==> src/rtl/core/rxfrd_pkg.sv <==
`default_nettype none

package rxfrd_pkg;

    localparam int DEPTH  = 256;
    localparam int PTR_W  = $clog2(DEPTH);
    localparam int HELD_W = (PTR_W + 1 > 8) ? PTR_W + 1 : 8;

    typedef logic [PTR_W-1:0] t_ptr;

    // item kinds
    localparam logic [2:0] K_RX    = 3'd0;
    localparam logic [2:0] K_READ  = 3'd1;
    localparam logic [2:0] K_ARM   = 3'd2;
    localparam logic [2:0] K_TICK  = 3'd3;
    localparam logic [2:0] K_CLEAR = 3'd4;

    // wait status codes
    localparam logic [1:0] ST_NONE    = 2'd0;
    localparam logic [1:0] ST_OK      = 2'd1;
    localparam logic [1:0] ST_ERROR   = 2'd2;
    localparam logic [1:0] ST_TIMEOUT = 2'd3;

    localparam logic [7:0] CH_O = 8'h4F;
    localparam logic [7:0] CH_K = 8'h4B;
    localparam logic [7:0] CH_E = 8'h45;
    localparam logic [7:0] CH_R = 8'h52;

    localparam logic [31:0] MS_MAX = 32'hFFFF_FFFF;

    typedef struct packed {
        logic       ok_prog;
        logic [2:0] err_prog;
        logic       active;
        logic [1:0] status;
    } t_match;

    function automatic t_ptr advance(input t_ptr p);
        t_ptr r;
        if (p == t_ptr'(DEPTH - 1)) begin
            r = '0;
        end else begin
            r = p + t_ptr'(1);
        end
        return r;
    endfunction

    function automatic logic [7:0] held8(input t_ptr wp, input t_ptr rp);
        logic [HELD_W-1:0] w;
        logic [HELD_W-1:0] r;
        logic [HELD_W-1:0] h;
        w = HELD_W'(wp);
        r = HELD_W'(rp);
        if (wp >= rp) begin
            h = w - r;
        end else begin
            h = w + HELD_W'(DEPTH) - r;
        end
        return h[7:0];
    endfunction

    // both matchers advance on one byte; an OK hit leaves the error matcher as is
    function automatic t_match scan_byte(input t_match s, input logic [7:0] ch);
        t_match m;
        logic   ok_hit;
        m = s;
        ok_hit = 1'b0;
        if (ch == CH_O) begin
            m.ok_prog = 1'b1;
        end else if (s.ok_prog && ch == CH_K) begin
            m.status = ST_OK;
            m.active = 1'b0;
            ok_hit   = 1'b1;
        end else begin
            m.ok_prog = 1'b0;
        end
        if (!ok_hit) begin
            if (ch == CH_E) begin
                m.err_prog = 3'd1;
            end else if (s.err_prog == 3'd1 && ch == CH_R) begin
                m.err_prog = 3'd2;
            end else if (s.err_prog == 3'd2 && ch == CH_R) begin
                m.err_prog = 3'd3;
            end else if (s.err_prog == 3'd3 && ch == CH_O) begin
                m.err_prog = 3'd4;
            end else if (s.err_prog == 3'd4 && ch == CH_R) begin
                m.status = ST_ERROR;
                m.active = 1'b0;
            end else begin
                m.err_prog = 3'd0;
            end
        end
        return m;
    endfunction

endpackage

`default_nettype wire

==> src/rtl/core/rx_fifo_with_response_detector.sv <==
`default_nettype none
// Receive byte ring with OK / ERROR response detection.
// Input channel (i_valid / o_ready) carries one item: a received byte, a read,
// an arm with a timeout, a millisecond tick or a clear. Each item gives one
// result on the output channel (o_valid / i_ready), held in an output register.
// Byte, tick, clear and unused kinds load their result at acceptance and show
// it in the cycle after; a read passes the store's registered read and then the
// S_RESP state; an arm scans the stored bytes up to a match (at most DEPTH-1),
// one byte per cycle through the store's single read port, then passes S_RESP.
// An arm with a zero timeout loads a timeout result at acceptance, with no scan.
// One item is in work at a time: o_ready drops while a read or arm is in work,
// and while a result waits and i_ready is low; a new item is taken in the same
// cycle a waiting result is taken.
// Reset empties the ring, cancels any wait and clears the status; store
// contents are left as they are.
module rx_fifo_with_response_detector import rxfrd_pkg::*; (
    input  wire logic        i_clk,
    input  wire logic        i_rst_n,
    input  wire logic        i_valid,
    output      logic        o_ready,
    input  wire logic [2:0]  i_kind,
    input  wire logic [7:0]  i_byte_in,
    input  wire logic [31:0] i_timeout_ms,
    output      logic        o_valid,
    input  wire logic        i_ready,
    output      logic [7:0]  o_read_byte,
    output      logic        o_read_valid,
    output      logic        o_byte_dropped,
    output      logic [1:0]  o_wait_status,
    output      logic        o_waiting,
    output      logic [7:0]  o_fill_count
);

    localparam logic [1:0] S_IDLE = 2'd0;
    localparam logic [1:0] S_SCAN = 2'd1;
    localparam logic [1:0] S_RESP = 2'd2;

    logic [1:0]  r_state,   n_state;
    t_ptr        r_wp,      n_wp;
    t_ptr        r_rp,      n_rp;
    t_ptr        r_scan,    n_scan;
    logic        r_pend,    n_pend;
    logic        r_rd_hit,  n_rd_hit;
    logic        r_okp,     n_okp;
    logic [2:0]  r_errp,    n_errp;
    logic        r_active,  n_active;
    logic [31:0] r_elapsed, n_elapsed;
    logic [31:0] r_limit,   n_limit;
    logic [1:0]  r_status,  n_status;

    logic        r_out_valid;
    logic [7:0]  r_out_rbyte;
    logic        r_out_rvalid;
    logic        r_out_drop;
    logic [1:0]  r_out_status;
    logic        r_out_wait;
    logic [7:0]  r_out_fill;

    logic        out_free;
    logic        accept;
    logic        out_load;
    logic [7:0]  n_rbyte;
    logic        n_rvalid;
    logic        n_drop;

    logic        ram_we;
    logic        ram_re;
    t_ptr        ram_raddr;
    logic [7:0]  ram_rdata;

    t_match      cur;
    t_match      m;
    t_ptr        nxt_wp;
    logic [31:0] el_inc;

    rxfrd_ram #(
        .DEPTH_P (DEPTH),
        .DATA_W  (8)
    ) u_store (
        .i_clk   (i_clk),
        .i_we    (ram_we),
        .i_waddr (r_wp),
        .i_wdata (i_byte_in),
        .i_re    (ram_re),
        .i_raddr (ram_raddr),
        .o_rdata (ram_rdata)
    );

    assign out_free = !r_out_valid || i_ready;
    assign o_ready  = (r_state == S_IDLE) && out_free;
    assign accept   = i_valid && o_ready;
    assign cur      = '{ok_prog: r_okp, err_prog: r_errp, active: r_active, status: r_status};
    assign nxt_wp   = advance(r_wp);
    assign el_inc   = (r_elapsed != MS_MAX) ? r_elapsed + 32'd1 : r_elapsed;

    always_comb begin
        n_state   = r_state;
        n_wp      = r_wp;
        n_rp      = r_rp;
        n_scan    = r_scan;
        n_pend    = r_pend;
        n_rd_hit  = r_rd_hit;
        n_okp     = r_okp;
        n_errp    = r_errp;
        n_active  = r_active;
        n_elapsed = r_elapsed;
        n_limit   = r_limit;
        n_status  = r_status;
        out_load  = 1'b0;
        n_rbyte   = 8'd0;
        n_rvalid  = 1'b0;
        n_drop    = 1'b0;
        ram_we    = 1'b0;
        ram_re    = 1'b0;
        ram_raddr = r_rp;
        m         = cur;

        case (r_state)
            S_IDLE: begin
                if (accept) begin
                    case (i_kind)
                        K_RX: begin
                            out_load = 1'b1;
                            if (nxt_wp != r_rp) begin
                                ram_we = 1'b1;
                                n_wp   = nxt_wp;
                                if (r_active) begin
                                    m        = scan_byte(cur, i_byte_in);
                                    n_okp    = m.ok_prog;
                                    n_errp   = m.err_prog;
                                    n_active = m.active;
                                    n_status = m.status;
                                end
                            end else begin
                                n_drop = 1'b1;
                            end
                        end
                        K_READ: begin
                            n_state = S_RESP;
                            if (r_rp != r_wp) begin
                                ram_re   = 1'b1;
                                n_rp     = advance(r_rp);
                                n_rd_hit = 1'b1;
                            end else begin
                                n_rd_hit = 1'b0;
                            end
                        end
                        K_ARM: begin
                            n_okp     = 1'b0;
                            n_errp    = 3'd0;
                            n_elapsed = 32'd0;
                            n_limit   = i_timeout_ms;
                            n_rd_hit  = 1'b0;
                            if (i_timeout_ms == 32'd0) begin
                                n_active = 1'b0;
                                n_status = ST_TIMEOUT;
                                out_load = 1'b1;
                            end else begin
                                n_active = 1'b1;
                                n_status = ST_NONE;
                                n_scan   = r_rp;
                                n_pend   = 1'b0;
                                n_state  = S_SCAN;
                            end
                        end
                        K_TICK: begin
                            out_load = 1'b1;
                            if (r_active) begin
                                n_elapsed = el_inc;
                                if (el_inc >= r_limit) begin
                                    n_active = 1'b0;
                                    n_status = ST_TIMEOUT;
                                end
                            end
                        end
                        K_CLEAR: begin
                            out_load = 1'b1;
                            n_wp     = '0;
                            n_rp     = '0;
                            n_active = 1'b0;
                            n_okp    = 1'b0;
                            n_errp   = 3'd0;
                        end
                        default: begin
                            out_load = 1'b1;
                        end
                    endcase
                end
            end
            S_SCAN: begin
                // byte read last cycle is matched now, next read issued alongside
                if (r_pend) begin
                    m = scan_byte(cur, ram_rdata);
                end
                n_okp    = m.ok_prog;
                n_errp   = m.err_prog;
                n_active = m.active;
                n_status = m.status;
                if (m.active && (r_scan != r_wp)) begin
                    ram_re    = 1'b1;
                    ram_raddr = r_scan;
                    n_scan    = advance(r_scan);
                    n_pend    = 1'b1;
                end else begin
                    n_pend  = 1'b0;
                    n_state = S_RESP;
                end
            end
            S_RESP: begin
                if (out_free) begin
                    out_load = 1'b1;
                    n_state  = S_IDLE;
                    n_rvalid = r_rd_hit;
                    n_rbyte  = r_rd_hit ? ram_rdata : 8'd0;
                end
            end
            default: begin
                n_state = S_IDLE;
            end
        endcase
    end

    always_ff @(posedge i_clk) begin
        if (!i_rst_n) begin
            r_state     <= S_IDLE;
            r_wp        <= '0;
            r_rp        <= '0;
            r_pend      <= 1'b0;
            r_rd_hit    <= 1'b0;
            r_okp       <= 1'b0;
            r_errp      <= 3'd0;
            r_active    <= 1'b0;
            r_elapsed   <= 32'd0;
            r_limit     <= 32'd0;
            r_status    <= ST_NONE;
            r_out_valid <= 1'b0;
        end else begin
            r_state   <= n_state;
            r_wp      <= n_wp;
            r_rp      <= n_rp;
            r_pend    <= n_pend;
            r_rd_hit  <= n_rd_hit;
            r_okp     <= n_okp;
            r_errp    <= n_errp;
            r_active  <= n_active;
            r_elapsed <= n_elapsed;
            r_limit   <= n_limit;
            r_status  <= n_status;
            if (out_load) begin
                r_out_valid <= 1'b1;
            end else if (i_ready) begin
                r_out_valid <= 1'b0;
            end
        end
    end

    always_ff @(posedge i_clk) begin
        r_scan <= n_scan;
        if (out_load) begin
            r_out_rbyte  <= n_rbyte;
            r_out_rvalid <= n_rvalid;
            r_out_drop   <= n_drop;
            r_out_status <= n_status;
            r_out_wait   <= n_active;
            r_out_fill   <= held8(n_wp, n_rp);
        end
    end

    assign o_valid        = r_out_valid;
    assign o_read_byte    = r_out_rbyte;
    assign o_read_valid   = r_out_rvalid;
    assign o_byte_dropped = r_out_drop;
    assign o_wait_status  = r_out_status;
    assign o_waiting      = r_out_wait;
    assign o_fill_count   = r_out_fill;

endmodule

`default_nettype wire

==> src/rtl/core/rxfrd_ram.sv <==
`default_nettype none

module rxfrd_ram #(
    parameter int DEPTH_P = 256,
    parameter int DATA_W  = 8,
    localparam int ADDR_W = $clog2(DEPTH_P)
) (
    input  wire logic              i_clk,
    input  wire logic              i_we,
    input  wire logic [ADDR_W-1:0] i_waddr,
    input  wire logic [DATA_W-1:0] i_wdata,
    input  wire logic              i_re,
    input  wire logic [ADDR_W-1:0] i_raddr,
    output      logic [DATA_W-1:0] o_rdata
);

    logic [DATA_W-1:0] r_mem [DEPTH_P];
    logic [DATA_W-1:0] r_rdata;

    always_ff @(posedge i_clk) begin
        if (i_we) begin
            r_mem[i_waddr] <= i_wdata;
        end
    end

    // read data holds until the next read
    always_ff @(posedge i_clk) begin
        if (i_re) begin
            r_rdata <= r_mem[i_raddr];
        end
    end

    assign o_rdata = r_rdata;

endmodule

`default_nettype wire

==> config.mk <==
export PLATFORM = sky130hd
export DESIGN_NAME = rx_fifo_with_response_detector
export DESIGN_NICKNAME = d
export VERILOG_FILES = /design/src/rtl/core/rxfrd_pkg.sv /design/src/rtl/core/rx_fifo_with_response_detector.sv /design/src/rtl/core/rxfrd_ram.sv
export SDC_FILE = /design/constraint.sdc
export NUM_CORES = 2
export LEC_CHECK = 0
export BUFFER_PORTS_ARGS = -buffer_cell sky130_fd_sc_hd__buf_2
export CORE_UTILIZATION = 50
export DETAILED_ROUTE_END_ITERATION = 8
export PLACE_DENSITY = 0.69
export SYNTH_ARGS = -nofsm -noshare
export SYNTH_HDL_FRONTEND = slang
export SYNTH_SLANG_ARGS = --single-unit
==> constraint.sdc <==
create_clock -name i_clk -period 5.95 [get_ports i_clk]
set_clock_uncertainty 0.1 [all_clocks]
set_input_delay 1.19 -clock i_clk [delete_from_list [all_inputs] [get_ports i_clk]]
set_output_delay 1.19 -clock i_clk [all_outputs]
set_load 0.01 [all_outputs]
==> flow_metrics.py <==
metrics = {
    "placed_design": {
        "placed_area_mm2": 0.0933,
        "dp_hpwl_um": 159000,
        "gp_congestion": 0.935,
        "numPlacedInstances": 9175,
        "port_buffers": 69,
    },
    "logic_synthesis": {
        "async_flop_share_pct": 0,
        "synth_seq_cells": 2177,
        "syn_inst": 6991,
        "yosys_warnings": 0,
        "avgSynthCellArea_um2": 12.8,
        "synth_ff_type": "edfxtp_1",
        "synth_nets": 7085,
        "synth_area_mm2": 0.0895,
        "synth-edff-count": 2085,
        "synth_cell_type_count": 75,
        "ys_seq_area_share_pct": 72.0,
    },
    "floorplan": {
        "row_count": 154,
        "die_h_um": 425,
        "initial_core_util_pct": 50.6,
        "io_pins": 70,
        "core-area_mm2": 0.177,
        "die-area_mm2": 0.181,
        "die_x_um": 425,
    },
    "flow_run": {
        "cap_violations": 0,
    },
    "worst_setup_path": {
        "start_kind": "flop",
        "arrival_ns": 6.37,
        "r2r_start": "u_store.o_rdata[5]",
        "cp_data_required_time_ns": 6.40,
        "cp_max_fo": 16,
        "end_kind": "flop",
        "crit_start": "u_store.o_rdata[5]",
        "criticalPathCategory": "reg -> reg",
    },
    "route": {
        "routed_wl_um": 257000,
        "wl_per_cell_um": 26.9,
        "vias_per_cell": 6.21,
        "drtAntennaViolNets": 0,
        "drt_iter0_drc": 8970,
        "dr.pass1.iters": 8,
        "vias": 59500,
        "drc_errors": 0,
    },
    "sta": {
        "fmax_ghz": 0.169,
        "grt_setup_unrepaired": "false",
        "min_period_ns": 5.92,
        "finalSetupViolations": 0,
        "worst_pin_slew_ns": 1.40,
        "relSlewSlack_pct": 6.10,
        "hold_viol": 0,
        "drv_slew": 0,
        "period_share_pct": 99.4,
        "setup_tns_ns": 0,
    },
    "cells_and_area": {
        "final_cell_mix": "2085 x edfxtp_1, 1735 x nand2_1, 765 x nand3_1, 356 x nor2_1, 245 x mux2i_1",
        "nFillCells": 14000,
        "final_cells": 9573,
        "finish.net_count": 7149,
        "syn_to_final_growth_pct": 11.9,
        "layout_commonest_cell": "edfxtp_1",
        "drive_above_1_share_pct": 9.76,
        "stdcell_area_mm2": 0.100,
    },
    "pwr": {
        "power_leakage_nw": 35.0,
        "peakVddDrop_v": 0.000324,
        "power_density_mw_per_mm2": 304,
    },
    "cts": {
        "clk_latency_ns": 0.87,
        "clockRootBuffer": "clkbuf_16",
        "numCtsBuffers": 214,
        "cts_tree": "done",
        "clkTransAtPathRegs_ns": 0.06,
        "clock_sinks": 2177,
        "h-tree-depth": 4,
        "clock_path_buffers": 3,
    },
    "global_route": {
        "overflow": 0,
        "grt_pass1_vias": 56100,
        "grt_pass1_wl_um": 376000,
        "track_usage_pct": 28.2,
        "antenna_found_initial": 14,
        "grt_max_degree": 191,
    },
    "run_status": {
        "status": "complete, no violations",
    },
    "hold_path": {
        "hold_class": "reg -> reg",
        "hold_start": "r_limit[20]",
    },
}
==> synthesized netlist by cell type, drive strengths merged (7+ instances only) <==
| library cell | n | area [µm²] |
|---|---|---|
| and2 | 14 | 87.6 |
| o31a | 7 | 61.3 |
| buf | 238 | 1190 |
| ha | 46 | 576 |
| o211ai | 96 | 721 |
| nor2 | 372 | 1400 |
| nor4 | 29 | 194 |
| nand2 | 1735 | 6510 |
| nor3 | 30 | 150 |
| nand4 | 142 | 888 |
| o21ai | 55 | 275 |
| a32o | 28 | 280 |
| o31ai | 21 | 158 |
| edfxtp | 2085 | 62600 |
| a22oi | 12 | 90.1 |
| nor2b | 18 | 113 |
| a311oi | 13 | 114 |
| clkbuf | 223 | 837 |
| a21o | 18 | 135 |
| mux2i | 250 | 2530 |
| xnor2 | 35 | 307 |
| or3 | 24 | 150 |
| or4 | 14 | 105 |
| a211oi | 10 | 87.6 |
| or2 | 8 | 50.1 |
| dfxtp | 92 | 1840 |
| a21oi | 97 | 485 |
| xor2 | 29 | 254 |
| nand2b | 22 | 138 |
| inv | 83 | 312 |
| o2111ai | 10 | 87.6 |
| mux2 | 43 | 484 |
| a31oi | 142 | 888 |
| a32oi | 65 | 569 |
| nand4b | 7 | 61.3 |
| and3 | 38 | 238 |
| nand3 | 768 | 3840 |
==> through the flow <==
stage / util [%] / hold slack (ns) / worst slack (ns) / power, mW
6_report: 56.6 / 0.355 / 0.0344 / 30.5
5_1_grt: 56.6 / 0.385 / 0.0187 / 31.2
4_1_cts: 56.6 / 0.356 / 0.136 / 30.5
3_5_place_dp: 52.8 / 0.348 / 0.141 / 17.6
3_3_place_gp: 52.8 / 0.347 / 0.137 / 17.6
2_1_floorplan: - / 0.336 / 1.46 / 17.3
==> power by group <==
part           internal [mW]  switching, mW
registers               16.8        0.00968
clock network           7.30           5.87
logic                 0.0905          0.404
==> final cells by class <==
type / instances / area (µm²) / area share [%]
Sequential cell: 2177 / 64500 / 64.3
Clock inverter: 123 / 1170 / 1.17
Multi-Input combinational cell: 4270 / 22900 / 22.9
Clock buffer: 270 / 5640 / 5.63
Tap cell: 2340 / 2930 / 2.92
Timing Repair Buffer: 309 / 2740 / 2.74
Inverter: 83 / 312 / 0.311
Antenna cell: 1 / 2.50 / 0.00250
==> worst paths after layout <==
kind	slack, ns	to	cells past startpoint
worst max-delay path	0.03	u_store.o_rdata[0]	11
worst min-delay path	0.35	r_limit[20]	2
worst max register to register	0.03	u_store.o_rdata[0]	11
worst min register to register	0.35	r_limit[20]	2
==> logic make-up (layout without fill, tap and decap cells) <==
logic type,after synthesis,after routing,share of synthesized area [%]
other,0,1,0
flip-flops,2177,2177,72.0
XOR/XNOR,64,64,0.626
AND/OR/NAND/NOR,3246,3246,15.8
adder cells (fa/ha/maj),47,47,0.666
AO/OA/AOI/OAI,620,620,4.88
buffers and inverters,544,785,2.62
multiplexers,293,293,3.37
==> routing by layer <==
layer / track usage (%) / wire (µm) / up-vias
met5: 0 / 81 / -
met4: 12.4 / 12000 / 10
met3: 6.32 / 30900 / 615
met2: 43.2 / 117000 / 3746
met1: 38.6 / 97400 / 29300
li1: - / - / 25800
==> registers in the layout (all words and copies together) (netlist names) <==
| signal | cells |
|---|---|
| o_byte_dropped | 1 |
| o_read_valid | 1 |
| r_okp | 1 |
| r_wp | 8 |
| u_store.r_mem | 2048 |
| o_read_byte | 8 |
| o_valid | 1 |
| o_waiting | 1 |
| r_errp | 3 |
| r_pend | 1 |
| r_state | 2 |
| r_rp | 8 |
| r_active | 1 |
| o_wait_status | 2 |
| r_limit | 32 |
| r_elapsed | 32 |
| u_store.o_rdata | 8 |
| o_fill_count | 8 |
| r_rd_hit | 1 |
| r_status | 2 |
| r_scan | 8 |
==> what timing repair did <==
action / CTS / global route
hold buffers: 0 / 0
gates resized for setup: 0 / 2
endpoints found under the setup margin: 0 / 3
setup buffers: 0 / 4
hold endpoints to repair: 0 / 0
==> worst max-delay path, cell delays in order, from the launching register on <==
cell and delay (ns):
edfxtp_1 0.52, nor4b_1 0.57, and4_1 0.46, a211o_1 0.46, buf_4 0.36, nor2_1 0.12
a31oi_4 0.62, nor2_1 0.54, a32oi_1 0.51, nand4_1 0.21, o31a_1 0.36, or4_1 0.73
Note: power is estimated with default switching activity, not from simulation.
